--- config.mk ---
export PLATFORM = sky130hd
export DESIGN_NAME = pfrc_chain
export DESIGN_NICKNAME = d
export VERILOG_FILES = /design/src/pfrc_pkg.sv /design/src/pfrc_cell.sv /design/src/pfrc_chain.sv
export SDC_FILE = /design/constraint.sdc
export NUM_CORES = 2
export LEC_CHECK = 0
export BUFFER_PORTS_ARGS = -buffer_cell sky130_fd_sc_hd__buf_2
export CORE_MARGIN = 8
export CORE_UTILIZATION = 35
export CTS_BUF_LIST = sky130_fd_sc_hd__clkbuf_16
export DETAILED_ROUTE_END_ITERATION = 8
export HOLD_SLACK_MARGIN = 0.1
export PLACE_DENSITY_LB_ADDON = 0.08
export RECOVER_POWER = 25
export REMOVE_ABC_BUFFERS = 1
export SLEW_MARGIN = 20
export SYNTH_ARGS = -nofsm -noshare
export SYNTH_HDL_FRONTEND = slang
export SYNTH_SLANG_ARGS = --single-unit
--- constraint.sdc ---
create_clock -name clk -period 3.3 [get_ports clk]
set_input_delay 0.66 -clock clk [delete_from_list [all_inputs] [get_ports clk]]
set_output_delay 0.66 -clock clk [all_outputs]
set_load 0.05 [all_outputs]
--- src/pfrc_pkg.sv ---
// ----------------------------------------------------------------------------
// pfrc_pkg
// Shared types, constants and helpers of the prefix filter router counter.
// ----------------------------------------------------------------------------
package pfrc_pkg;

  localparam int unsigned ADDR_W  = 32;
  localparam int unsigned LEN_W   = 6;
  localparam int unsigned LINK_W  = 4;
  localparam int unsigned IDX_W   = 5;
  localparam int unsigned FUNC_W  = 2;
  localparam int unsigned CNT_W   = 32;
  localparam int unsigned CFG_W   = 6;
  localparam int unsigned CFG_IDX_W = 1;

  localparam int unsigned ROUTES_DEF  = 32;
  localparam int unsigned FILTERS_DEF = 16;
  localparam int unsigned LINKS_DEF   = 16;

  localparam logic [LEN_W-1:0] MAX_LEN = LEN_W'(32);

  typedef enum logic [FUNC_W-1:0] {
    FUNC_WR_ROUTE  = 2'd0,
    FUNC_WR_FILTER = 2'd1,
    FUNC_CLASSIFY  = 2'd2,
    FUNC_RD_COUNT  = 2'd3
  } func_t;

  typedef enum logic [CFG_IDX_W-1:0] {
    CFG_ROUTE_COUNT  = 1'b0,
    CFG_FILTER_COUNT = 1'b1
  } cfg_idx_t;

  // Search token walking down the cell chain.
  typedef struct packed {
    logic              valid;
    logic [ADDR_W-1:0] addr;
    logic              hit;
    logic [LEN_W-1:0]  best_len;
    logic [LINK_W-1:0] best_link;
  } srch_t;

  // Write broadcast to the cells.
  typedef struct packed {
    logic              en;
    logic [ADDR_W-1:0] prefix;
    logic [LEN_W-1:0]  len;
    logic [LINK_W-1:0] link;
  } cell_wr_t;

  function automatic logic [ADDR_W-1:0] prefix_mask(input logic [LEN_W-1:0] len);
    logic [LEN_W-1:0] l;
    l = (len > MAX_LEN) ? MAX_LEN : len;
    if (l == '0) return '0;
    return ~({ADDR_W{1'b0}} | ({ADDR_W{1'b1}} >> l));
  endfunction

endpackage

--- src/pfrc_cell.sv ---
// ----------------------------------------------------------------------------
// pfrc_cell
// One table entry: stores a prefix, compares the passing token, forwards it.
// ----------------------------------------------------------------------------
module pfrc_cell
  import pfrc_pkg::*;
#(
  parameter bit IS_ROUTE = 1'b1
) (
  input  logic     clk,
  input  logic     rst_n,
  input  cell_wr_t wr,
  input  logic     in_use,
  input  srch_t    s_in,
  output srch_t    s_out
);
  logic [ADDR_W-1:0] prefix_r;
  logic [LEN_W-1:0]  len_r;
  logic [LINK_W-1:0] link_r;
  logic [LEN_W-1:0]  len_c;
  logic [ADDR_W-1:0] mask;
  logic              hits;
  srch_t             s_nxt;
  srch_t             s_r;

  always_ff @(posedge clk) begin
    if (wr.en) begin
      prefix_r <= wr.prefix;
      len_r    <= wr.len;
      link_r   <= wr.link;
    end
  end

  assign len_c = (len_r > MAX_LEN) ? MAX_LEN : len_r;
  assign mask  = prefix_mask(len_r);
  assign hits  = in_use && ((s_in.addr & mask) == (prefix_r & mask));

  always_comb begin
    s_nxt = s_in;
    if (IS_ROUTE) begin
      if (hits && (!s_in.hit || len_c > s_in.best_len)) begin
        s_nxt.hit       = 1'b1;
        s_nxt.best_len  = len_c;
        s_nxt.best_link = link_r;
      end
    end else if (hits) begin
      s_nxt.hit = 1'b1;
    end
  end

  always_ff @(posedge clk) begin
    if (!rst_n) begin
      s_r.valid <= 1'b0;
    end else begin
      s_r.valid <= s_in.valid;
    end
    s_r.addr      <= s_nxt.addr;
    s_r.hit       <= s_nxt.hit;
    s_r.best_len  <= s_nxt.best_len;
    s_r.best_link <= s_nxt.best_link;
  end

  assign s_out = s_r;
endmodule

--- src/pfrc_chain.sv ---
// ----------------------------------------------------------------------------
// pfrc_chain
// Row of cells; the search token advances one cell per cycle.
// ----------------------------------------------------------------------------
module pfrc_chain
  import pfrc_pkg::*;
#(
  parameter int unsigned N        = 32,
  parameter bit          IS_ROUTE = 1'b1,
  parameter int unsigned NW       = 6
) (
  input  logic          clk,
  input  logic          rst_n,
  input  logic          wr_en,
  input  logic [IDX_W-1:0] wr_idx,
  input  logic [ADDR_W-1:0] wr_prefix,
  input  logic [LEN_W-1:0]  wr_len,
  input  logic [LINK_W-1:0] wr_link,
  input  logic [NW-1:0] count,
  input  srch_t         s_in,
  output srch_t         s_out
);
  srch_t    tap [N+1];
  cell_wr_t wr  [N];

  assign tap[0] = s_in;

  for (genvar i = 0; i < N; i++) begin : g_cell
    always_comb begin
      wr[i].en     = wr_en && (32'(wr_idx) == i);
      wr[i].prefix = wr_prefix;
      wr[i].len    = wr_len;
      wr[i].link   = wr_link;
    end
    pfrc_cell #(.IS_ROUTE(IS_ROUTE)) u_cell (
      .clk    (clk),
      .rst_n  (rst_n),
      .wr     (wr[i]),
      .in_use (32'(count) > i),
      .s_in   (tap[i]),
      .s_out  (tap[i+1])
    );
  end

  assign s_out = tap[N];
endmodule

# Word level (Yosys, flattened, before mapping)

Cells that the tools add are included.

Flip-flop bits (word level): 2752
Input port bits: 100
Logic and storage cells: 896

Order comparisons: 96
Equality and inequality tests: 63
Shift-type cells: 32
Mux-type cells: 160
Bitwise logic cells: 96
Reduce and logical (&&, ||, !) cells: 193

Operator list:

| operator                                                             | count |
|---|---|
| 32-bit AND                                                           | 64 |
| 32-bit two-way mux                                                   | 64 |
| 32-bit == test                                                       | 32 |
| 32-bit NOT                                                           | 32 |
| 32-bit by 6-bit >> shifter with 32-bit output, first input constant  | 32 |
| 10-bit two-way mux                                                   | 32 |
| 6-bit > comparator                                                   | 32 |
| 6-bit > comparator, second input constant                            | 32 |
| 6-bit logical NOT                                                    | 32 |
| 6-bit two-way mux                                                    | 32 |
| 6-bit by 5-bit > comparator with 1-bit output, second input constant | 16 |
| 1-bit logical AND                                                    | 96 |
| 5-bit == test, second input constant                                 | 16 |
| 6-bit by 4-bit > comparator with 1-bit output, second input constant | 8 |
| 5-bit by 4-bit == test with 1-bit output, second input constant      | 8 |
| 1-bit logical NOT                                                    | 32 |
| 1-bit logical OR                                                     | 32 |
| 1-bit two-way mux                                                    | 32 |
| 6-bit by 3-bit > comparator with 1-bit output, second input constant | 4 |
| 5-bit by 3-bit == test with 1-bit output, second input constant      | 4 |
| 6-bit by 1-bit > comparator with 1-bit output, second input constant | 2 |
| 6-bit by 2-bit > comparator with 1-bit output, second input constant | 2 |
| 5-bit by 2-bit == test with 1-bit output, second input constant      | 2 |
| 5-bit by 1-bit == test with 1-bit output, second input constant      | 1 |
| 5-bit logical NOT                                                    | 1 |

# Longest topological paths before layout

Word-level depth: 10
Depth in mapped cells: 12
Gate-level depth less buffers: 10

# By module

From an unflattened synthesis, not the netlist that was laid out.

Cells, all modules: 7499
Area, all modules: 101902.7 um2

Modules (own cells, without submodules):

| module                            | instances | cells each | area each (um2) | sequential area each (um2) |
|---|---|---|---|---|
| pfrc_cell (g_cell[20].u_cell ...) | 20        | 231        | 3171.8          | 2142.1 |
| pfrc_cell (g_cell[0].u_cell ...)  | 12        | 231        | 3160.5          | 2142.1 |
| pfrc_chain                        | 1         | 107        | 540.5           | 0.0 |

# Worst setup path after synthesis

OpenSTA, ideal clock, no wires.

Path type: input -> register
From: in wr_idx[0]
To: reg g_cell[28].u_cell.len_r[0] (enable)
Setup time: 0.442 ns
Arrival time: 2.908 ns
Required time: 2.858 ns
Slack: -0.049 ns
Cell stages on the path: 3
Path through: or2_2 -> clkbuf_1 -> nor2_1

RTL lines:

| what                 | line             | RTL |
|---|---|---|
| from (decl)          | pfrc_chain.sv:15 | `input logic [IDX_W-1:0] wr_idx,` |
| to (signal assigned) | pfrc_cell.sv:29  | `len_r <= wr.len;` |
| to (decl)            | pfrc_cell.sv:18  | `logic [LEN_W-1:0] len_r;` |

==> results.sh <==
export IMPL_cp_start_kind="flip-flop"
export IMPL_syn_area_mm2=0.1017
export IMPL_cts_setup_buffers=0
export IMPL_crit_type="flip-flop to flip-flop"
export IMPL_p_seq_share_pct=50.7
export IMPL_cts_root_buf="clkbuf_16"
export IMPL_path_cells="or4_1 -> a31oi_1 -> o221ai_1 -> nor4_1 -> nand4_1 -> a211oi_4 -> buf_12 -> mux2_2"
export IMPL_clock_latency_ns=0.89
export IMPL_async_flop_share_pct=0
export IMPL_holdPathStages=2
export IMPL_ys_seq_elements=2752
export IMPL_synth_fa_ha_area_share_pct=2.579
export IMPL_numClockSinks=2752
export IMPL_synth_compound_area_share_pct=9.293
export IMPL_grt_usage_pct=21.37
export IMPL_place_ws_ns=-1.034
export IMPL_worst_path_max_delay_cell="or4_1"
export IMPL_clkTransAtPathRegs_ns=0.06
export IMPL_p_int_mw=57.63
export IMPL_arrival_ns=3.96
export IMPL_yosysTopAreaCell="edfxtp_1"
export IMPL_yosys_area_share_xor_xnor_pct=8.812
export IMPL_die_area_mm2=0.3080
export IMPL_finalCoreUtilization_pct=41.47
export IMPL_reg2reg_depth=8
export IMPL_overflow=0
export IMPL_synth_simple_area_share_pct=6.361
export IMPL_fin_skew_ns=0.03288
export IMPL_maxCapViolCount=8
export IMPL_grt_pass1_vias=62250
export IMPL_synthCells=7533
export IMPL_die_y_um=555.0
export IMPL_p_leak_nw=44.13
export IMPL_worst_pin_slew_ns=2.823
export IMPL_hold_class="input port to flip-flop"
export IMPL_fin_crit_sh_pct=96.19
export IMPL_stdcell_count=12300
export IMPL_finalInstanceArea_mm2=0.1203
export IMPL_ir_worst_vdd_mv=0.4156
export IMPL_ys_warn_count=0
export IMPL_drive_gt1_share_pct=15.64
export IMPL_dr_pass1_iters=8
export IMPL_power_density_mw_per_mm2=621.9
export IMPL_cts_buffers=304
export IMPL_grt_max_degree=43
export IMPL_start_util_pct=35.05
export IMPL_port_buffers=143
export IMPL_place_inst=11680
export IMPL_vias=62880
export IMPL_place_area_mm2=0.1100
export IMPL_synth_flop_cell="dfxtp_1"
export IMPL_endpoint_kind="flip-flop"
export IMPL_die_x_um=555.0
export IMPL_postSynthAreaPerCell_um2=13.50
export IMPL_timing_rr_end="g_cell[5].u_cell.s_out[0]"
export IMPL_hp_start="rst_n"
export IMPL_yosys_top_cells_area="edfxtp_1 (40%), dfxtp_1 (28%), xnor2_1 (4.8%)"
export IMPL_avgRoutedWirePerCell_um=27.63
export IMPL_required_ns=4.09
export IMPL_synth_top_area_share_pct=39.69
export IMPL_hold_viol=0
export IMPL_path_max_fanout=10
export IMPL_tritoncts="done"
export IMPL_period_needed_ns=3.174
export IMPL_htree_num_levels=5
export IMPL_holdWs_ns=0.2405
export IMPL_cts_buffer_depth=4
export IMPL_p_total_mw=74.81
export IMPL_swShare_pct=22.97
export IMPL_grt_pass1_wl_mm=475.9
export IMPL_synthToLayoutAreaGrowth_pct=18.31
export IMPL_core_region_area_mm2=0.2901
export IMPL_avgViaCountPerCell=5.113
export IMPL_synth_edf_count=1344
export IMPL_relSlewSlack_pct=-88.22
export IMPL_setup_viol=0
export IMPL_holdPathEnd="g_cell[31].u_cell.s_out[43]"
export IMPL_finalNetCount=8427
export IMPL_timing_setup_tns_ns=0
export IMPL_violations="capacitance limit, slew limit"
export IMPL_reg2reg_slack_ns=0.13
export IMPL_p_comb_share_pct=4.6
export IMPL_ant_nets=0
export IMPL_rsz0062_at_grt="false"
export IMPL_outcome="complete, but fails checks"
export IMPL_muxShareOfSynthArea_pct=3.478
export IMPL_synth_cell_types=98
export IMPL_place_congestion=0.8707
export IMPL_antenna_found_initial=46
export IMPL_finalWorstSetupSlack_ns=0.1259
export IMPL_switching_power_mw=17.18
export IMPL_rr_startpoint="g_cell[5].u_cell.len_r[0]"
export IMPL_drc=0
export IMPL_wirelength_mm=339.8
export IMPL_synth_seq_area_share_pct=67.41
export IMPL_n_fill_cell=26870
export IMPL_dpl_hpwl_mm=239.0
export IMPL_slowest_delay_ns=0.68
export IMPL_ios=144
export IMPL_drt_iter0_markers=6367
export IMPL_final_max_slew_violation_count=188
export IMPL_fmax_mhz=315.0
export IMPL_synth_top_family_by_area="compound AO/OA/AOI/OAI gates"
export IMPL_rows=198
export IMPL_clockPowerShare_pct=44.7
-- kinds of logic (layout without fill, tap and decap cells) --
| kind of cell | Yosys count | count (layout) |
|---|---|---|
| simple gates | 1226 | 1226 |
| buf+inv | 551 | 1408 |
| fa+ha+maj | 214 | 214 |
| compound gates | 1447 | 1447 |
| other cells | 0 | 8 |
| xor+xnor | 1023 | 1023 |
| mux | 320 | 320 |
| flops | 2752 | 2752 |
-- synthesized netlist by cell type, types with 46 or more instances --
cell,number
dfxtp_1,1408
edfxtp_1,1344
xnor2_1,553
xor2_1,470
o21ai_0,374
a21oi_1,329
inv_1,293
nor2_1,280
mux2_2,266
clkbuf_1,241
nand2_1,210
ha_1,192
nor2b_1,124
nor3_1,89
nand3_1,84
o21a_1,81
a31oi_1,79
nor4_1,78
nand4_1,74
o22ai_1,58
mux2i_1,54
a21o_1,49
nand2b_1,46
-- flip-flops by register name (all words and copies together), names as in the netlist --
register and count:
g_cell.u_cell.prefix_r 1024, g_cell.u_cell.len_r 192, g_cell.u_cell.s_out 1408, g_cell.u_cell.link_r 128
-- how the worst max path moves through the flow --
| stage | cells past startpoint | slack (ns) | start | to |
|---|---|---|---|---|
| final | 8 | 0.13 | g_cell[5].u_cell.len_r[0] | g_cell[5].u_cell.s_out[0] |
| after floorplan | 3 | 0.04 | wr_en | g_cell[12].u_cell.len_r[0] |
| after global placement | 13 | -0.99 | count[0] | g_cell[29].u_cell.s_out[8] |
| after global routing | 8 | 0.002 | g_cell[5].u_cell.len_r[0] | g_cell[5].u_cell.s_out[0] |
| after detailed placement | 13 | -1.03 | count[0] | g_cell[29].u_cell.s_out[5] |
| after CTS | 12 | 0.07 | g_cell[29].u_cell.len_r[2] | g_cell[29].u_cell.s_out[3] |
-- worst max-delay path, delay by kind of cell (launching register included) --
kind	cells	cell delay (ns)
compound gates	3	0.65
buf+inv	1	0.17
flops	1	0.50
mux	1	0.33
simple gates	3	1.42
-- power by group through the flow --
stage | logic (mW) | registers (mW) | clock network (mW)
after floorplan | 1.57 | 38.2 | 0
after global placement | 3.43 | 38.7 | 0
after detailed placement | 3.45 | 38.7 | 0
after CTS | 3.52 | 38.0 | 34.3
after global routing | 3.72 | 38.0 | 35.6
final | 3.45 | 38.0 | 33.4
-- cell usage in the layout, fill, tap and decap left out, types with 46 or more instances in the layout --
cell type | netlist | layout
dfxtp_1 | 1408 | 1408
edfxtp_1 | 1344 | 1344
xnor2_1 | 553 | 553
xor2_1 | 470 | 470
o21ai_0 | 374 | 374
inv_1 | 293 | 352
a21oi_1 | 329 | 329
buf_4 | 0 | 325
clkbuf_16 | 0 | 322
mux2_2 | 266 | 266
nor2_1 | 280 | 247
nand2_1 | 210 | 210
ha_1 | 192 | 192
nor2b_1 | 124 | 124
buf_2 | 6 | 113
nor3_1 | 89 | 89
nand3_1 | 84 | 84
o21a_1 | 81 | 81
a31oi_1 | 79 | 79
nor4_1 | 78 | 76
nand4_1 | 74 | 74
clkinv_1 | 0 | 71
o22ai_1 | 58 | 58
mux2i_1 | 54 | 54
clkinv_2 | 0 | 54
buf_12 | 0 | 52
a21o_1 | 49 | 49
nand2b_1 | 46 | 46
-- repair_timing --
item	CTS	global route
setup endpoints to repair	8	35
hold buffers	45	0
endpoints found under the hold margin	47	0
cloned	0	0
pin swaps	0	1
resized for setup	1	5
-- area by class of cell --
| class | instances | area, um^2 | share of cell area (%) |
|---|---|---|---|
| multi-input combinational | 4230 | 31320 | 26.04 |
| timing repair buffer | 554 | 4588 | 3.814 |
| antenna | 8 | 20.02 | 0.01664 |
| sequential | 2752 | 68550 | 56.98 |
| clock inverter | 239 | 1784 | 1.483 |
| tap | 3900 | 4880 | 4.056 |
| clock buffer | 322 | 8058 | 6.698 |
| inverter | 293 | 1100 | 0.9143 |
-- routing by layer --
metal,share of wire [%],global-route usage (%),up-vias
li1,-,-,28600
met3,5.6,2.896,518
met1,41,27.23,31420
met5,0.0038,0,-
met4,2.8,5.613,2
met2,51,38.13,2343
Note: power is estimated with default switching activity, not from simulation.
